$ cat src/rtl/core/bpor_pkg.sv
// ----------------------------------------------------------------------------
// bpor_pkg
// Shared constants for the box pair overlap ratio pipeline.
// ----------------------------------------------------------------------------
package bpor_pkg;

    localparam int COORD_BITS_DEF      = 20;
    localparam int RATIO_FRAC_BITS_DEF = 15;
    localparam int MARGIN_W            = 8;
    localparam int RATIO_W             = RATIO_FRAC_BITS_DEF + 1;
    localparam int OUT_BITS            = 2 * RATIO_W + 1;
    localparam int OUT_W               = ((OUT_BITS + 7) / 8) * 8;
    localparam int ADDR_W              = 3;
    localparam int DATA_W              = 32;

    // Register indexes
    localparam logic REG_EXTENT_MARGIN = 1'b0;

endpackage

$ cat src/rtl/core/bpor_area.sv
// ----------------------------------------------------------------------------
// bpor_area
// Two stages: the three area products, then the union area.
// ----------------------------------------------------------------------------
module bpor_area
    import bpor_pkg::*;
#(
    parameter int COORD_BITS = COORD_BITS_DEF
) (
    input  logic                      i_clk,
    input  logic                      i_rst_n,
    input  logic                      i_en,
    input  logic                      i_vld,
    input  logic                      i_ovl,
    input  logic [COORD_BITS:0]       i_iw,
    input  logic [COORD_BITS:0]       i_ih,
    input  logic [COORD_BITS:0]       i_bw,
    input  logic [COORD_BITS:0]       i_bh,
    input  logic [COORD_BITS:0]       i_qw,
    input  logic [COORD_BITS:0]       i_qh,
    output logic                      o_vld,
    output logic                      o_ovl,
    output logic [2*COORD_BITS+1:0]   o_inter,
    output logic [2*COORD_BITS+1:0]   o_qarea,
    output logic [2*COORD_BITS+2:0]   o_union
);
    localparam int PW = 2 * (COORD_BITS + 1);

    logic [PW-1:0] r_inter, r_barea, r_qarea, r_inter2, r_qarea2;
    logic [PW:0]   r_union;
    logic          r_vld1, r_vld2, r_ovl1, r_ovl2;

    // Stage three: products
    always_ff @(posedge i_clk) begin
        if (i_en) begin
            r_inter <= i_iw * i_ih;
            r_barea <= i_bw * i_bh;
            r_qarea <= i_qw * i_qh;
            r_ovl1  <= i_ovl;
        end
    end

    // Stage four: union
    always_ff @(posedge i_clk) begin
        if (i_en) begin
            r_union  <= {1'b0, r_barea} + {1'b0, r_qarea} - {1'b0, r_inter};
            r_inter2 <= r_inter;
            r_qarea2 <= r_qarea;
            r_ovl2   <= r_ovl1;
        end
    end

    always_ff @(posedge i_clk) begin
        if (!i_rst_n) begin
            r_vld1 <= 1'b0;
            r_vld2 <= 1'b0;
        end else if (i_en) begin
            r_vld1 <= i_vld;
            r_vld2 <= r_vld1;
        end
    end

    assign o_vld   = r_vld2;
    assign o_ovl   = r_ovl2;
    assign o_inter = r_inter2;
    assign o_qarea = r_qarea2;
    assign o_union = r_union;
endmodule

$ cat config.mk
export PLATFORM = sky130hd
export DESIGN_NAME = bpor_area
export DESIGN_NICKNAME = d
export VERILOG_FILES = /design/src/rtl/core/bpor_pkg.sv /design/src/rtl/core/bpor_area.sv
export SDC_FILE = /design/constraint.sdc
export NUM_CORES = 2
export LEC_CHECK = 0
export BUFFER_PORTS_ARGS = -buffer_cell sky130_fd_sc_hd__buf_2
export CAP_MARGIN = 25
export CORE_MARGIN = 5
export CORE_UTILIZATION = 65
export DETAILED_ROUTE_END_ITERATION = 12
export PLACE_DENSITY = 0.95
export RECOVER_POWER = 25
export SYNTH_ARGS = -nofsm -noshare
export SYNTH_HDL_FRONTEND = slang
export SYNTH_SLANG_ARGS = --single-unit
$ cat constraint.sdc
create_clock -name i_clk -period 18.12 [get_ports i_clk]
set_input_delay 0.906 -clock i_clk [delete_from_list [all_inputs] [get_ports i_clk]]
set_output_delay 0.906 -clock i_clk [all_outputs]
set_load 0.01 [all_outputs]
After elaboration in Yosys (flattened, before gate mapping). Cells that the tools add are included.

Output and inout port bits: 129. Register bits: 257. Input bits: 131. Word-level logic and storage cells: 15.

Multipliers: 3. Add/subtract/negate cells: 2.

Operator list (count): 21-bit by 21-bit multiplier with 42-bit output (3); 42-bit by 42-bit adder with 43-bit output (1); 43-bit by 42-bit subtractor with 43-bit output (1).

Longest topological paths before layout.
Depth in word-level cells: 2. Gate-level depth with buffers: 26. Mapped depth without buffers: 25.

Worst setup path before layout. No wires, ideal clock.

Path type: input -> register. Start: in i_iw[9]. End: reg r_inter[35] (data pin). Data arrival time: 6857 ps. Path slack: 11000 ps. Library setup time: 262 ps. Cell stages on the path: 25. Path buffers: 1. Required time: 17858 ps. Path through: clkbuf_1 -> and2_1 -> fa_1 -> fa_1 -> inv_1 -> fa_1 -> inv_1 -> fa_1 -> inv_1 -> fa_1 -> inv_1 -> fa_1 -> inv_1 -> fa_1 -> inv_1 -> ha_1 -> a21o_1 -> a21o_1 -> o21ai_0 -> o211ai_1 -> nand4b_1 -> a41o_1 -> a2111oi_0 -> a21oi_1 -> xor2_1.

Longest elaborated chain between the ends: 1.

RTL lines: start: declaration (line bpor_area.sv:15) `input logic [COORD_BITS:0] i_iw,`; 21-bit by 21-bit multiplier with 42-bit output (line bpor_area.sv:36) `r_inter <= i_iw * i_ih;`; end signal: assignment (line bpor_area.sv:36); end: declaration (line bpor_area.sv:29) `logic [PW-1:0] r_inter, r_barea, r_qarea, r_inter2, r_qarea2;`.

Every way passes these cells. A chain may end at the register's enable or synchronous reset.

Final worst setup path.
Start: in i_iw[0]. End: reg r_inter[39] (data pin).

The elaborated chain is that of the path after synthesis.

==> run summary <==
Outcome - finished, violations left
Failing checks - capacitance limit, slew limit
Share of cells above drive strength 1 - 0.05336
R2R depth - 13
Tot GR Track Use - 0.3324
Max_cap viols - 1
Clk Latency, worst-skew pair - 530 ps
Longest Clk Path Bufs - 3
Critical path fanouts, max - 21
Die H - 302.3 µm
Synth warnings - 0
ANT nets after route - 0
Placer Congestion - 0.9679
Reg-to-reg endpoint - o_union[36]
Routed len/inst - 21.08 µm
Hold WC Path Type - reg2reg
Dominant synthesized flop cell - edfxtp_1
CP arrival - 7960 ps
R2R Setup Slk - 13360 ps
CTS Sinks - 257
Resize count post-CTS - 0
Final setup fails - 0
Initial antenna violation count - 8
FFs w/ async S/R, synth - 0
Synth Register Bits - 257
Synth Instances - 5853
Vias per inst - 5.957
Largest net degree at the start of global routing - 103
Maximum clock frequency - 131.2 MHz
Hold buffers post-CTS - 0
Fin Setup TNS - 0 ps
Area of the die - 91370 µm²
Hold Crit Endpoint - o_ovl
Total Wirelength - 147.9 mm
Core ar. - 85010 µm²
WP data required - 18460 ps
Slew Limit Fails - 103
Crit end category - register
DRC violations left - 0
Initial core utilization - 0.6532
Placement row count - 107
Max incr delay on CP - 760 ps
Vias in the first global route - 46560
Num ports - 260
Final hold violations - 0
Critical Path Most Common Cell - fa_1
Synth top area share - 0.4024
Slew margin rel. - -2.746
Sequential cell area fraction in the yosys report - 0.1386
FF-to-FF Start - r_qarea[4]
Placed instance area - 57200 µm²
Worst slew pin tran - 5618 ps
Syn_nets - 7599
1st-pass router iterations - 6
Final period util - 0.4207
Root Driver - clkbuf_16
Period minus WS final - 7623 ps
Mapped Area - 55530 µm²
Nets - 7597
HPWL Detailed - 116.5 mm
Gr ovfl total - 0
Crit start category - primary input
Die X - 302.3 µm
Cell depth of the worst min-delay path - 0
Commonest non-fill, non-tap cells in the layout - inv_1 (1398), fa_1 (1116), and2_1 (774)
Slowest CP cell - clkbuf_1
Dominant cell type by area after synthesis - fa_1
Post-synth EDFFs - 255
First-pass GRT wire length - 238.3 mm
CTS Buf Count - 21
Setup skew after layout - 23.65 ps
Post-synth cell types - 72
CP Class - in2reg
Area delta synth->final - 4.342%
Top post-synthesis cells by area - fa_1 (40%), edfxtp_1 (14%), ha_1 (11%)
Most common cell after layout, fill and taps aside - inv_1
Final Cell Area - 57940 µm²
HP Start - r_ovl1
Via count - 41800
Clock transition at path regs - 70 ps
Mean Syn Cell Area - 9.487 µm²
I/O Buffers - 259
RSZ-0062 raised after global routing - false
CTS H-tree lvls - 1
TritonCTS clock tree - done
Post-CTS setup buffer count - 0
Worst-path cell chain - clkbuf_1 > nand2_1 > fa_1 > fa_1 > inv_1 > fa_1 > fa_1 > fa_1 > fa_1 > inv_1 > fa_1 > inv_1 > ha_1 > nand4_1 > nor2_1 > nand4_1 > o211ai_1 > nor2b_1 > o41ai_2 > nand3_1 > a21oi_1 > xor2_1
Violation count after the first detailed-route iteration - 4198
==> Yosys cell counts (20+ instances only) <==
library cell and count:
inv_1 1398, fa_1 1116, and2_1 774, nand2_1 654
ha_1 499, clkbuf_1 284, edfxtp_1 255, a21oi_1 169
o21ai_0 93, xnor2_1 86, nor2_1 85, a21o_1 81
xor2_1 63, nand3_1 43, nand4_1 24, o21bai_1 21
nor3_1 20
==> worst max-delay path by stage <==
| stage | startpoint | endpoint | slack (ps) |
|---|---|---|---|
| after CTS | i_ih[12] | r_inter[39] | 10700 |
| after global routing | i_iw[0] | r_inter[41] | 10190 |
| after floorplan | i_iw[9] | r_inter[35] | 11000 |
| after global placement | i_bh[12] | r_barea[39] | 10460 |
| final | i_iw[0] | r_inter[39] | 10500 |
| after detailed placement | i_ih[12] | r_inter[39] | 10260 |
==> layer usage <==
layer,up-vias,track usage,share of wire
li1,17500,-,-
met1,20770,0.4064,0.34
met2,2636,0.5372,0.47
met3,887,0.07622,0.11
met4,8,0.2106,0.080
met5,-,0,0.00037
==> critical path, delay by kind of cell <==
kind                     cells  cell delay (ps)
adder cells (fa/ha/maj)      8             3860
AND/OR/NAND/NOR              6             1010
AO/OA/AOI/OAI                3              990
buffers and inverters        4              920
XOR/XNOR                     1              240
==> per-stage QoR <==
stage,util,setup slack (ps),cells,hold slack (ps)
2_1_floorplan,-,11000,5853,400.3
3_3_place_gp,0.6728,10460,6971,408.5
3_5_place_dp,0.6728,10260,6971,420.0
4_1_cts,0.6812,10700,7009,426.6
5_1_grt,0.6814,10190,7012,458.3
6_report,0.6815,10500,7016,425.3
==> state kept, by name (all words and copies together) (netlist names) <==
register	flops
o_ovl	1
o_vld	1
r_inter	42
o_inter	42
r_barea	42
r_qarea	42
o_union	43
r_ovl1	1
r_vld1	1
o_qarea	42
==> kinds of logic after synthesis <==
logic type,Yosys count,synth area share
flip-flops,257,0.1386
buffers and inverters,1685,0.1140
XOR/XNOR,149,0.02350
multiplexers,3,0.0005408
adder cells (fa/ha/maj),1615,0.5148
AO/OA/AOI/OAI,488,0.05636
AND/OR/NAND/NOR,1656,0.1522
==> final cells by class <==
type                       count  area [µm²]
clock inverter                16       182.7
clock buffer                  22       529.3
sequential                   257        7697
antenna                        6       15.01
timing repair buffer         262        1334
fill                        5794       27070
tap                         1144        1431
multi-input combinational   3911       41500
inverter                    1398        5248
Power is left out: the tool's default activity adds up to more than one toggle a clock period on the data nets, which glitch-free logic cannot reach.
