--- src/rtl/core/bpor_pkg.sv ---
// ----------------------------------------------------------------------------
// bpor_pkg
// Shared constants for the box pair overlap ratio pipeline.
// ----------------------------------------------------------------------------
package bpor_pkg;

    localparam int COORD_BITS_DEF      = 20;
    localparam int RATIO_FRAC_BITS_DEF = 15;
    localparam int MARGIN_W            = 8;
    localparam int RATIO_W             = RATIO_FRAC_BITS_DEF + 1;
    localparam int OUT_BITS            = 2 * RATIO_W + 1;
    localparam int OUT_W               = ((OUT_BITS + 7) / 8) * 8;
    localparam int ADDR_W              = 3;
    localparam int DATA_W              = 32;

    // Register indexes
    localparam logic REG_EXTENT_MARGIN = 1'b0;

endpackage

--- src/rtl/core/bpor_extent.sv ---
// ----------------------------------------------------------------------------
// bpor_extent
// Two stages: corner min/max and box extents, then overlap extents and flag.
// ----------------------------------------------------------------------------
module bpor_extent
    import bpor_pkg::*;
#(
    parameter int COORD_BITS = COORD_BITS_DEF
) (
    input  logic                  i_clk,
    input  logic                  i_rst_n,
    input  logic                  i_en,
    input  logic                  i_vld,
    input  logic [8*COORD_BITS-1:0] i_coords,
    input  logic [MARGIN_W-1:0]   i_margin,
    output logic                  o_vld,
    output logic                  o_ovl,
    output logic [COORD_BITS:0]   o_iw,
    output logic [COORD_BITS:0]   o_ih,
    output logic [COORD_BITS:0]   o_bw,
    output logic [COORD_BITS:0]   o_bh,
    output logic [COORD_BITS:0]   o_qw,
    output logic [COORD_BITS:0]   o_qh
);
    localparam int SW = COORD_BITS + 2;

    logic signed [SW-1:0] c [8];
    logic signed [SW-1:0] m;
    logic signed [SW-1:0] r_xlo, r_xhi, r_ylo, r_yhi, r_bw, r_bh, r_qw, r_qh;
    logic signed [SW-1:0] iw, ih;
    logic                 r_vld1, r_vld2, r_ovl;
    logic [COORD_BITS:0]  r_iw, r_ih, r_bw2, r_bh2, r_qw2, r_qh2;

    // Sign-extend the eight corners
    always_comb begin
        for (int k = 0; k < 8; k++) begin
            c[k] = SW'($signed(i_coords[k*COORD_BITS +: COORD_BITS]));
        end
        m = $signed({{(SW-MARGIN_W){1'b0}}, i_margin});
    end

    // Stage one: overlap bounds and widened box extents
    always_ff @(posedge i_clk) begin
        if (i_en) begin
            r_xlo <= (c[0] > c[4]) ? c[0] : c[4];
            r_ylo <= (c[1] > c[5]) ? c[1] : c[5];
            r_xhi <= (c[2] < c[6]) ? c[2] : c[6];
            r_yhi <= (c[3] < c[7]) ? c[3] : c[7];
            r_bw  <= c[2] - c[0] + m;
            r_bh  <= c[3] - c[1] + m;
            r_qw  <= c[6] - c[4] + m;
            r_qh  <= c[7] - c[5] + m;
        end
    end

    assign iw = r_xhi - r_xlo + m;
    assign ih = r_yhi - r_ylo + m;

    // Stage two: overlap extents and flag
    always_ff @(posedge i_clk) begin
        if (i_en) begin
            r_ovl <= (iw > 0) && (ih > 0);
            r_iw  <= iw[COORD_BITS:0];
            r_ih  <= ih[COORD_BITS:0];
            r_bw2 <= r_bw[COORD_BITS:0];
            r_bh2 <= r_bh[COORD_BITS:0];
            r_qw2 <= r_qw[COORD_BITS:0];
            r_qh2 <= r_qh[COORD_BITS:0];
        end
    end

    // Advance valid bits
    always_ff @(posedge i_clk) begin
        if (!i_rst_n) begin
            r_vld1 <= 1'b0;
            r_vld2 <= 1'b0;
        end else if (i_en) begin
            r_vld1 <= i_vld;
            r_vld2 <= r_vld1;
        end
    end

    assign o_vld = r_vld2;
    assign o_ovl = r_ovl;
    assign o_iw  = r_iw;
    assign o_ih  = r_ih;
    assign o_bw  = r_bw2;
    assign o_bh  = r_bh2;
    assign o_qw  = r_qw2;
    assign o_qh  = r_qh2;
endmodule

--- config.mk ---
export PLATFORM = sky130hd
export DESIGN_NAME = bpor_extent
export DESIGN_NICKNAME = d
export VERILOG_FILES = /design/src/rtl/core/bpor_pkg.sv /design/src/rtl/core/bpor_extent.sv
export SDC_FILE = /design/constraint.sdc
export NUM_CORES = 1
export LEC_CHECK = 0
export BUFFER_PORTS_ARGS = -buffer_cell sky130_fd_sc_hd__buf_4
export CAP_MARGIN = 20
export CORE_ASPECT_RATIO = 0.7
export CORE_UTILIZATION = 50
export DETAILED_ROUTE_END_ITERATION = 6
export PLACE_DENSITY = 0.71
export SLEW_MARGIN = 0
export SYNTH_ARGS = -nofsm -noshare
export SYNTH_HDL_FRONTEND = slang
export SYNTH_SLANG_ARGS = --single-unit
--- constraint.sdc ---
create_clock -name i_clk -period 11.55 [get_ports i_clk]
set_clock_uncertainty 0.1 [all_clocks]
set_input_delay 0.5775 -clock i_clk [delete_from_list [all_inputs] [get_ports i_clk]]
set_output_delay 0.5775 -clock i_clk [all_outputs]
set_load 0.005 [all_outputs]
Yosys cells after proc, flatten, opt, wreduce, memory -nomap -nowiden
Cells that the tools add are included.
{"block": "word_totals", "register_bits": 301, "input_bits": 172, "output_inout_bits": 128, "wordCells": 40}
{"block": "op_classes", "n_addsub": 12, "n_lt_le_gt_ge": 6, "muxes": 4, "reduce_logical": 1}
{"operator": "22-bit two-way mux", "n": 4}
{"operator": "21-bit by 9-bit adder with 21-bit output", "n": 4}
{"operator": "20-bit by 20-bit subtractor with 21-bit output", "n": 4}
{"operator": "22-bit by 9-bit adder with 22-bit output", "n": 2}
{"operator": "22-bit by 1-bit greater-than comparator with 1-bit output, second input constant", "n": 2}
{"operator": "22-bit subtractor", "n": 2}
{"operator": "20-bit greater-than comparator", "n": 2}
{"operator": "20-bit < comparator", "n": 2}
{"operator": "1-bit logical AND", "n": 1}

Depth between registers and ports, before layout
Gate-level depths: netlist (run 1).
{"block": "depth", "ltp_word": 4, "ltp_mapped": 16, "depth_no_buf": 16}

Worst setup path after synthesis (run 1)
OpenSTA, ideal clock, no wires.
{"block": "synth_timing", "path_kind": "input-to-reg", "startpoint": "input i_margin[1]", "endpoint": "register r_ovl (netlist: o_ovl) (data pin)", "setup_ns": 0.255, "arrival_time_ns": 4.142, "required_time_ns": 11.195, "path_slack_ns": 7.053, "path_stages": 14, "n_path_buf": 0, "path_cell_list": "inv_1 fa_1 inv_1 ha_1 a21o_1 a221o_2 o21ai_1 xor2_1 or4b_1 or4_1 a2111oi_2 nand3_1 a21oi_1 and3b_1"}
{"block": "synth_via", "elab_chain_len": 3, "word_cells_on_any_way": 5, "cone_classes": "add/sub (2); order compare (2); reduce/logical (1)"}
{"item": "start, declared", "line": "bpor_extent.sv:15", "rtl": "input logic [MARGIN_W-1:0] i_margin,"}
{"item": "22-bit by 9-bit adder with 22-bit output, on equally long branches", "line": "bpor_extent.sv:56, bpor_extent.sv:57"}
{"item": "22-bit by 1-bit greater-than comparator with 1-bit output", "line": "bpor_extent.sv:62", "rtl": "r_ovl <= (iw > 0) && (ih > 0);"}
{"item": "1-bit logical AND (*)", "line": "bpor_extent.sv:62"}
{"item": "end signal, assigned", "line": "bpor_extent.sv:62"}
{"item": "end, declared", "line": "bpor_extent.sv:31", "rtl": "logic r_vld1, r_vld2, r_ovl;"}
Mark *: on every way between the ends. The rest lies on a longest branch, timed or not.
A chain may end at the register's enable or synchronous reset.

Worst setup path after layout (run 1)
{"block": "layout_timing", "startpoint": "input i_margin[2]", "endpoint": "register r_bh[20] (data pin)"}
{"block": "layout_via", "elab_chain_len": 1}
{"item": "21-bit by 9-bit adder with 21-bit output", "line": "bpor_extent.sv:50", "rtl": "r_bh <= c[3] - c[1] + m;"}
{"item": "end signal, assigned", "line": "bpor_extent.sv:50"}
{"item": "end, declared", "line": "bpor_extent.sv:29", "rtl": "logic signed [SW-1:0] r_xlo, r_xhi, r_ylo, r_yhi, r_bw, r_bh, r_qw, r_qh;"}
Every way passes these cells.

==> results.md, run 1 <==
* Max-Cap Viols at 0
* Share of layout cells above drive strength 1 at 0.193
* Initial antenna violation count at 1
* Clock latency on the worst-skew pair at 0.59 ns
* Die width at 242 um
* Hold Crit Class: primary input to register
* CP startpoint kind: primary input
* Req. time, crit path at 11.76 ns
* Port buffer count at 299
* NumNets Final at 2603
* Post-Syn Area per Cell at 11.3 um2
* Post-synth net total at 2272
* Post-synth cell types at 70
* Synth top area cells: edfxtp_1 44%, ha_1 17%, inv_1 5.8%
* Async set or reset register ratio after synthesis at 0
* Adder-Cell Fraction of Synth Area at 0.221
* Synth Instances at 1774
* Worst-Margin Slew at 1.01 ns
* Vias in the first global route at 14200
* Share of Yosys cell area claimed by the top area cell type at 0.435
* CTS sink count at 293
* Ant. Diodes at 0
* Fin Setup TNS at 0 ns
* PD cells at 160 nW/um2
* Num CTS Buffers at 31
* GP Congestion at 0.916
* Worst Setup End Kind: register
* Worst vdd ir at 0.131 mV
* Post-CTS setup buffers at 0
* Vias per cell at 5.36
* Commonest non-fill, non-tap cell in the layout: inv_1
* Synthesized flop and latch total at 293
* Period utilization at 0.397
* Ys Warns at 0
* Die span in y at 170 um
* Worst-path fanout max at 6
* Xor and xnor area share after synthesis at 0.0406
* Leak at 11.2 nW
* Setup CP Type: primary input to register
* Num rows at 61
* Fin crit period at 4.58 ns
* FF/Latch Area at 8780 um2
* Simple-gate share of the synthesized area at 0.0830
* Final wirelength at 49400 um
* Post-synth EDFFs at 291
* CTS Root Cell: clkbuf_16
* Outcome: finished, final reports clean
* Post-CTS sizing at 0
* Routed vias at 14300
* GRT overflow at 0
* Total Routing Usage GR at 0.240
* Final Hold Viols at 0
* Total die area at 41000 um2
* Clock transition at path regs at 0.06 ns
* Worst slew margin at 0.330
* Max Freq at 0.218 GHz
* Hold_buf cts at 0
* Core box area at 39600 um2
* DP Wirelength at 39900 um
* Drt drc at 0
* Post-synth top flop: edfxtp_1
* RSZ-0062 raised after global routing: no
* DRT Pass-1 Iters at 5
* Slew Viols, Final at 0
* Htree depth at 1
* Multi-input gate area at 10100 um2
* Clk buf depth at 3
* Post-route ant nets at 0
* Fin util at 0.604
* Main combinational cell family by area after synthesis: adder cells
* Cell taking the most area after synthesis: edfxtp_1
* Ports at 300
* Cell Area, Placed at 23000 um2
* Area delta synth->final at 19.2%
* Synth Area in Compound Gates at 0.113
* DR iter-0 viols at 1027
* Initial core utilization at 0.507
* Multiplexer area fraction after synthesis at 0.0465
* Most frequent cells in the layout: 309 x inv_1, 303 x buf_4, 291 x edfxtp_1
* Number of fill cells in the layout at 3325
* Drt wl/cell at 18.6 um
* Pin count of the biggest net entering global routing at 77
* CTS tree: built
* Seq/Total Area, Yosys at 0.437
* First-pass GRT wire length at 77000 um
* Mapped Area at 20100 um2
* Worst EP arrival at 4.79 ns
* Final setup vio count at 0
* Post-route cell area at 23900 um2
[cell type report]
class                   count  share of cell area
multi-input cells        1166               0.423
flip-flops and latches    293               0.367
repair buffers            304              0.0957
inverters                 309              0.0485
clock buffers              33              0.0327
well taps                 535              0.0280
clock inverters            21             0.00528
[per-stage QoR]
step                      hold slack (ns)  total power, mW  setup slack (ns)  cells
after floorplan                     0.300             2.37              7.05   1774
after global placement              0.301             2.88              6.61   2607
after detailed placement            0.305             2.91              6.52   2607
after CTS                           0.117             3.85              7.05   2661
after global routing                0.138             4.05              6.76   2661
final                               0.148             3.83              6.97   2661
[Yosys cell counts (11+ instances only)]
master	n
edfxtp_1	291
nand2_1	60
a21o_1	50
fa_1	48
o21ai_0	58
or3_1	13
o211ai_1	13
o21bai_1	11
nor3_1	32
nor2_1	76
a21oi_1	86
mux2_2	42
inv_1	309
mux2i_1	46
nand4_1	13
xnor2_1	75
ha_1	278
nor2b_1	33
xor2_1	18
nand2b_1	12
a211oi_1	18
nand3_1	25
o21a_1	15
[power breakdown]
group	internal, mW	switching [mW]	total, mW	leakage, nW
sequential	1.46	0.0675	1.53	2.86
clock	0.507	0.417	0.923	0.448
combinational	0.615	0.761	1.38	7.84
[path summary, 6_finish.rpt]
kind / from / cells after the start / slack, ns / endpoint
min: i_rst_n / 2 / 0.15 / o_vld
max: i_margin[2] / 15 / 6.97 / r_bh[20]
min reg2reg: r_bh[2] / 0 / 0.31 / o_bh[2]
max reg2reg: r_xlo[2] / 13 / 7.01 / o_ovl
[layer usage]
layer  track usage  vias to the layer above  share of wire
li1              -                     7064              -
met1         0.349                     6751           0.49
met2         0.374                      383           0.44
met3        0.0321                       76          0.046
met4        0.0681                        0          0.028
met5             0                        -              0
[state kept, by name (all words and copies together), names as in the netlist]
signal / cells
r_yhi: 20
r_ylo: 20
r_qh: 21
o_qw: 21
r_qw: 21
o_bw: 21
r_vld1: 1
r_xlo: 20
o_ovl: 1
r_bh: 21
o_bh: 21
o_vld: 1
o_ih: 21
o_qh: 21
o_iw: 21
r_xhi: 20
r_bw: 21
[worst max-delay path, cell delays in order]
cell and delay [ns]:
buf_4 0.11, inv_1 0.30, fa_1 0.49, inv_1 0.07, ha_1 0.26, nor2b_1 0.15, o21ai_0 0.24, a21boi_0 0.17
o21ai_0 0.37, a211oi_1 0.20, o32ai_1 0.58, a21oi_1 0.21, nor4b_1 0.53, nor2_1 0.16, o311a_1 0.37
[cells by family (layout without fill, tap and decap cells)]
| family | after synthesis | count (layout) |
|---|---|---|
| buf+inv | 315 | 667 |
| simple gates | 321 | 321 |
| xor+xnor | 93 | 93 |
| flops | 293 | 293 |
| fa+ha+maj | 326 | 326 |
| compound gates | 338 | 338 |
| mux | 88 | 88 |
(Power assumes the default switching activity.)
==> inputs of run 2 (changes only) <==
--- a/config.mk
+++ b/config.mk
@@ -10,7 +10,7 @@
 export CORE_ASPECT_RATIO = 0.7
 export CORE_UTILIZATION = 50
 export DETAILED_ROUTE_END_ITERATION = 6
-export PLACE_DENSITY = 0.71
+export PLACE_DENSITY = 0.74
 export SLEW_MARGIN = 0
 export SYNTH_ARGS = -nofsm -noshare
 export SYNTH_HDL_FRONTEND = slang
==> constraint.sdc (replaced) <==
create_clock -name i_clk -period 3.9 [get_ports i_clk]
set_clock_uncertainty 0.1 [all_clocks]
set_input_delay 0.195 -clock i_clk [delete_from_list [all_inputs] [get_ports i_clk]]
set_output_delay 0.195 -clock i_clk [all_outputs]
set_load 0.005 [all_outputs]
==> results.md, run 2 (synthesized netlist as in run 1, its figures left out) <==
* GP Congestion at 0.897 (was 0.916)
* R2R Path End: o_ovl (unchanged)
* Post-Layout Cell Count at 2969 (was 2661)
* Final wirelength at 54600 um (was 49400 um)
* NumNets Final at 2908 (was 2603)
* GRT overflow at 0 (unchanged)
* Num rows at 61 (unchanged)
* Num CTS Buffers at 34 (was 31)
* Post-route ant nets at 0 (unchanged)
* Number of fill cells in the layout at 2995 (was 3325)
* Total power at 13.1 mW (was 3.83 mW)
* Worst EP arrival at 4.42 ns (was 4.79 ns)
* Sw Share at 0.309 (was 0.325)
* Hold depth at 3 (was 2)
* R2R Setup Slk at -0.34 ns (was 7.01 ns)
* Hold_ws at 0.0147 ns (was 0.148 ns)
* Setup CP Type: register to register (was primary input to register)
* Fin crit period at 4.24 ns
* Int Pwr at 9.07 mW (was 2.58 mW)
* CTS sink count at 293 (unchanged)
* PD cells at 484 nW/um2 (was 160 nW/um2)
* Req. time, crit path at 4.09 ns (was 11.76 ns)
* Hold Crit Start: i_coords[14] (was i_rst_n)
* CP top delay family: simple AND/OR/NAND/NOR gates (was compound AO/OA/AOI/OAI gates)
* Crit-path cells: fa_1 -> inv_1 -> fa_1 -> a21o_1 -> a21oi_1 -> xnor2_1 -> or4_1 -> nor4_1 -> buf_4 -> nand2_1 -> or4_1 -> nor4b_1 -> a211oi_1 -> and3b_1 (was buf_4 -> inv_1 -> fa_1 -> inv_1 -> ha_1 -> nor2b_1 -> o21ai_0 -> a21boi_0 -> o21ai_0 -> a211oi_1 -> o32ai_1 -> a21oi_1 -> nor4b_1 -> nor2_1 -> o311a_1)
* Final Hold Viols at 0 (unchanged)
* Period utilization at 1.09
* RR Startpoint: r_ylo[1] (was r_xlo[2])
* Pin count of the biggest net entering global routing at 111 (was 77)
* Worst vdd ir at 0.401 mV (was 0.131 mV)
* Clock Power Share at 0.270 (was 0.241)
* Routed vias at 15700 (was 14300)
* CP startpoint kind: register (was primary input)
* Worst Setup End Kind: register (unchanged)
* Cell Area, Placed at 24300 um2 (was 23000 um2)
* CTS tree: built (unchanged)
* Initial antenna violation count at 0 (was 1)
* Most frequent cells in the layout: 469 x buf_4, 307 x inv_1, 291 x edfxtp_1 (was 309 x inv_1, 303 x buf_4, 291 x edfxtp_1)
* Initial core utilization at 0.507 (unchanged)
* CTS Root Cell: clkbuf_16 (unchanged)
* Leak at 12.7 nW (was 11.2 nW)
* Final setup vio count at 1 (was 0)
* Area delta synth->final at 35.0% (was 19.2%)
* R2R cell count at 14 (was 13)
* Fin util at 0.684 (was 0.604)
* Combinational Power Share at 0.385 (was 0.359)
* DR iter-0 viols at 980 (was 1027)
* Die span in y at 170 um (unchanged)
* Share of layout cells above drive strength 1 at 0.257 (was 0.193)
* Clk buf depth at 3 (unchanged)
* Core box area at 39600 um2 (unchanged)
* CP bufs+invs at 2 (was 3)
* Ports at 300 (unchanged)
* Htree depth at 2 (was 1)
* Hold Crit Class: primary input to register (unchanged)
* Max-Cap Viols at 0 (unchanged)
* Worst slew margin at 0.355 (was 0.330)
* FF/Latch Area at 8780 um2 (unchanged)
* Die width at 242 um (unchanged)
* Port buffer count at 299 (unchanged)
* Failing checks: setup timing
* Final worst slack at -0.338 ns (was 6.97 ns)
* Commonest non-fill, non-tap cell in the layout: buf_4 (was inv_1)
* Worst-path fanout max at 2 (was 6)
* Total Routing Usage GR at 0.263 (was 0.240)
* Drt wl/cell at 18.4 um (was 18.6 um)
* Clock latency on the worst-skew pair at 0.53 ns (was 0.59 ns)
* Hold EP: r_xlo[14] (was o_vld)
* Max Freq at 0.236 GHz
* Placed cells at 2772 (was 2607)
* DRT Pass-1 Iters at 5 (unchanged)
* Outcome: finished with violations (was finished, final reports clean)
* Post-route cell area at 27100 um2 (was 23900 um2)
* Critical path's largest stage delay at 0.51 ns (was 0.58 ns)
* Total die area at 41000 um2 (unchanged)
* Worst-Margin Slew at 0.968 ns (was 1.01 ns)
* Clock transition at path regs at 0.06 ns (about the same)
* First-pass GRT wire length at 83900 um (was 77000 um)
* Vias per cell at 5.28 (was 5.36)
* Multi-input gate area at 10300 um2 (was 10100 um2)
* NetSw at 4.06 mW (was 1.25 mW)
* Drt drc at 0 (unchanged)
* CP max stage cell: fa_1 (was o32ai_1)
* Ant. Diodes at 0 (unchanged)
* RSZ-0062 raised after global routing: yes (was no)
* Vias in the first global route at 15600 (was 14200)
* Slew Viols, Final at 0 (unchanged)
* Sequential share of power at 0.345 (was 0.399)
* DP Wirelength at 42600 um (was 39900 um)
## run 2: cell types whose count changed in the layout (fill, tap and decap cells not counted), sizes merged
cell / before / now
a31o: 8 / 9
buf: 304 / 475
bufinv: 1 / 7
clkbuf: 33 / 42
clkinv: 17 / 8
clkinvlp: 1 / 4
dlygate4sd3: 0 / 130
inv: 311 / 308
## run 2: power by group through the flow
| stage | Clock, mW | Sequential [mW] | Combinational [mW] |
|---|---|---|---|
| 6_report | 3.54 | 4.53 | 5.06 |
| 3_5_place_dp | 0 | 4.59 | 4.71 |
| 2_1_floorplan | 0 | 4.55 | 2.48 |
| 3_3_place_gp | 0 | 4.57 | 4.60 |
| 4_1_cts | 3.61 | 4.54 | 4.94 |
| 5_1_grt | 3.71 | 4.58 | 5.52 |
## run 2: repair_timing
action                                  in CTS  in global routing
hold buffers                               130                  0
hold endpoints to repair                    75                  0
pin swaps                                    5                  4
resized for setup                           12                 29
setup buffers                                0                  6
gates cloned                                 0                  1
endpoints found under the setup margin       1                 29
## run 2: cell type report
type / instances / area share
Multi-Input combinational cell: 1167 / 0.381
Sequential cell: 293 / 0.324
Timing Repair Buffer: 605 / 0.182
Inverter: 309 / 0.0429
Clock buffer: 42 / 0.0352
Tap cell: 535 / 0.0247
Clock inverter: 18 / 0.0102
## run 2: per-layer routing
| metal | GRT usage | vias up | part of all wire |
|---|---|---|---|
| met4 | 0.0684 | 0 | 0.023 |
| met3 | 0.0430 | 84 | 0.056 |
| met2 | 0.416 | 426 | 0.45 |
| met5 | 0 | - | 0 |
| met1 | 0.376 | 7490 | 0.47 |
| li1 | - | 7682 | - |
## run 2: tightest hold or removal path: stages
cell and delay (ns):
buf_4 0.09, inv_1 0.05, mux2i_1 0.17
## run 2: worst max-delay path by stage
stage | start | end | slack (ns) | cells past startpoint
2_1_floorplan | i_margin[1] | o_ovl | -0.17 | 14
6_report | r_ylo[1] | o_ovl | -0.34 | 14
5_1_grt | r_xlo[0] | o_ovl | -0.46 | 15
3_3_place_gp | i_margin[1] | o_ovl | -0.49 | 18
4_1_cts | r_xlo[1] | o_ovl | -0.32 | 13
3_5_place_dp | i_margin[1] | o_ovl | -0.62 | 16
## run 2: metrics by stage
| step | worst slack [ns] | setup TNS (ns) |
|---|---|---|
| global route | -0.457 | -0.465 |
| floorplan | -0.174 | -0.174 |
| CTS | -0.319 | -0.319 |
| finish | -0.338 | -0.338 |
| detailed placement | -0.617 | -4.06 |
| global placement | -0.490 | -3.06 |
==> inputs of run 3 (changes only) <==
--- a/config.mk
+++ b/config.mk
@@ -8,8 +8,11 @@
 export BUFFER_PORTS_ARGS = -buffer_cell sky130_fd_sc_hd__buf_4
 export CAP_MARGIN = 20
 export CORE_ASPECT_RATIO = 0.7
+export CORE_MARGIN = 2
 export CORE_UTILIZATION = 50
+export CTS_CLUSTER_SIZE = 24
 export DETAILED_ROUTE_END_ITERATION = 6
+export HOLD_SLACK_MARGIN = 0.06
 export PLACE_DENSITY = 0.74
 export SLEW_MARGIN = 0
 export SYNTH_ARGS = -nofsm -noshare
==> results.md, run 3 (synthesized netlist as in run 1, its figures left out) <==
* R2R Path End: o_ovl (unchanged)
* Num CTS Buffers at 31 (was 34)
* CTS Root Cell: clkbuf_16 (unchanged)
* Final wirelength at 54500 um (was 54600 um)
* Worst slew margin at 0.327 (was 0.355)
* PD cells at 460 nW/um2 (was 484 nW/um2)
* Hold Crit Class: primary input to register (unchanged)
* R2R Setup Slk at -0.41 ns (was -0.34 ns)
* Port buffer count at 299 (unchanged)
* Initial core utilization at 0.506 (was 0.507)
* Clock transition at path regs at 0.06 ns (about the same)
* CP startpoint kind: register (unchanged)
* GP Congestion at 0.918 (was 0.897)
* CP bufs+invs at 1 (was 2)
* Final worst slack at -0.407 ns (was -0.338 ns)
* Final Hold Viols at 0 (unchanged)
* Critical path's largest stage delay at 0.60 ns (was 0.51 ns)
* Die span in y at 172 um (was 170 um)
* Slew Viols, Final at 0 (unchanged)
* Commonest non-fill, non-tap cell in the layout: buf_4 (unchanged)
* Outcome: finished with violations (unchanged)
* DP Worst Slack at -0.641 ns (was -0.617 ns)
* Vias per cell at 5.24 (was 5.28)
* DR iter-0 viols at 1063 (was 980)
* Num rows at 61 (unchanged)
* DRT Pass-1 Iters at 5 (unchanged)
* Worst vdd ir at 0.366 mV (was 0.401 mV)
* CTS tree: built (unchanged)
* Fin util at 0.689 (was 0.684)
* Pin count of the biggest net entering global routing at 83 (was 111)
* Drt wl/cell at 18.1 um (was 18.4 um)
* Area delta synth->final at 36.3% (was 35.0%)
* Req. time, crit path at 4.13 ns (was 4.09 ns)
* Vias in the first global route at 15700 (was 15600)
* Number of fill cells in the layout at 3033 (was 2995)
* Worst-path fanout max at 4 (was 2)
* Clock latency on the worst-skew pair at 0.58 ns (was 0.53 ns)
* Die width at 244 um (was 242 um)
* Ant. Diodes at 0 (unchanged)
* Worst setup path endpoint: o_ovl (unchanged)
* R2R cell count at 13 (was 14)
* Period utilization at 1.10 (was 1.09)
* Final setup vio count at 1 (unchanged)
* First-pass GRT wire length at 84900 um (was 83900 um)
* Ports at 300 (unchanged)
* Initial antenna violation count at 1 (was 0)
* RR Startpoint: r_xlo[1] (was r_ylo[1])
* NumNets Final at 2947 (was 2908)
* Most frequent cells in the layout: 476 x buf_4, 306 x inv_1, 291 x edfxtp_1 (was 469 x buf_4, 307 x inv_1, 291 x edfxtp_1)
* Htree depth at 1 (was 2)
* Clk buf depth at 3 (unchanged)
* Worst EP arrival at 4.53 ns (was 4.42 ns)
* RSZ-0062 raised after global routing: yes (unchanged)
* Crit-path cells: fa_2 -> inv_1 -> ha_4 -> a21o_1 -> a221o_2 -> o21ai_2 -> xor2_1 -> or4b_4 -> or4_4 -> a2111oi_4 -> nand3_1 -> a21oi_1 -> and3b_1 (was fa_1 -> inv_1 -> fa_1 -> a21o_1 -> a21oi_1 -> xnor2_1 -> or4_1 -> nor4_1 -> buf_4 -> nand2_1 -> or4_1 -> nor4b_1 -> a211oi_1 -> and3b_1)
* Fin crit period at 4.31 ns (was 4.24 ns)
* CTS sink count at 293 (unchanged)
* DP Wirelength at 42300 um (was 42600 um)
* CP top delay family: simple AND/OR/NAND/NOR gates (unchanged)
* Core box area at 39700 um2 (was 39600 um2)
* Drt drc at 0 (unchanged)
* CP Depth at 13 (was 14)
* CP max stage cell: fa_2 (was fa_1)
* Routed vias at 15800 (was 15700)
* GRT overflow at 0 (unchanged)
* Worst Setup SP: r_xlo[1] (was r_ylo[1])
* Max-Cap Viols at 0 (unchanged)
* Fin Setup TNS at -0.407 ns (was -0.338 ns)
* Total power at 12.6 mW (was 13.1 mW)
* Total Routing Usage GR at 0.260 (was 0.263)
* Share of layout cells above drive strength 1 at 0.260 (was 0.257)
* Post-route ant nets at 0 (unchanged)
* Worst Setup End Kind: register (unchanged)
* Setup CP Type: register to register (unchanged)
* Failing checks: setup timing (unchanged)
* Total die area at 41800 um2 (was 41000 um2)
* Leak at 12.8 nW (was 12.7 nW)
* Max Freq at 0.232 GHz (was 0.236 GHz)
* Worst-Margin Slew at 0.997 ns (was 0.968 ns)
-- run 3: per-stage QoR --
| stage | area, um2 | hold WS (ns) | std cells |
|---|---|---|---|
| floorplan | 20100 | 0.207 | 1774 |
| global placement | 24400 | 0.302 | 2779 |
| detailed placement | 24400 | 0.305 | 2779 |
| CTS | 27100 | 0.0602 | 3001 |
| global route | 27400 | 0.0842 | 3008 |
| finish | 27400 | 0.0840 | 3008 |
-- run 3: layer usage --
metal / track usage / share of wire / wire, um / vias to the layer above
li1: - / - / - / 7747
met3: 0.0364 / 0.052 / 2810 / 77
met4: 0.0697 / 0.027 / 1480 / 2
met1: 0.372 / 0.47 / 25600 / 7523
met5: 0 / 0.00024 / 13 / -
met2: 0.416 / 0.45 / 24600 / 415
-- run 3: worst min-delay path by stage --
stage	from	endpoint	slack [ns]	depth (start not counted)
final	i_coords[121]	r_xhi[1]	0.08	4
after global routing	i_coords[121]	r_xhi[1]	0.08	4
after CTS	i_coords[121]	r_xhi[1]	0.06	4
after detailed placement	r_bw[18]	o_bw[18]	0.30	0
after global placement	r_qw[19]	o_qw[19]	0.30	0
after floorplan	i_en	o_bh[0]	0.21	0
-- run 3: power by group --
group | switching [mW] | internal [mW]
registers | 0.199 | 4.33
logic | 2.55 | 2.64
clock network | 1.29 | 1.59
-- run 3: area by class of cell --
class,count,area [um2],area share
multi-input cells,1168,10500,0.382
flip-flops and latches,293,8780,0.321
repair buffers,646,5330,0.195
inverters,309,1160,0.0425
clock buffers,35,791,0.0289
well taps,535,669,0.0245
clock inverters,22,175,0.00640
-- run 3: timing repair --
item / 4_1_cts / 5_1_grt
hold buffers: 163 / 0
pin swaps: 3 / 11
gates cloned: 0 / 2
endpoints found under the hold margin: 166 / 0
gates resized for setup: 18 / 44
setup buffers: 2 / 5
endpoints found under the setup margin: 3 / 62
-- run 3: worst min-delay path: cells and delay by family --
family | cells | cell delay (ns)
buffers and inverters | 3 | 0.32
muxes | 1 | 0.07
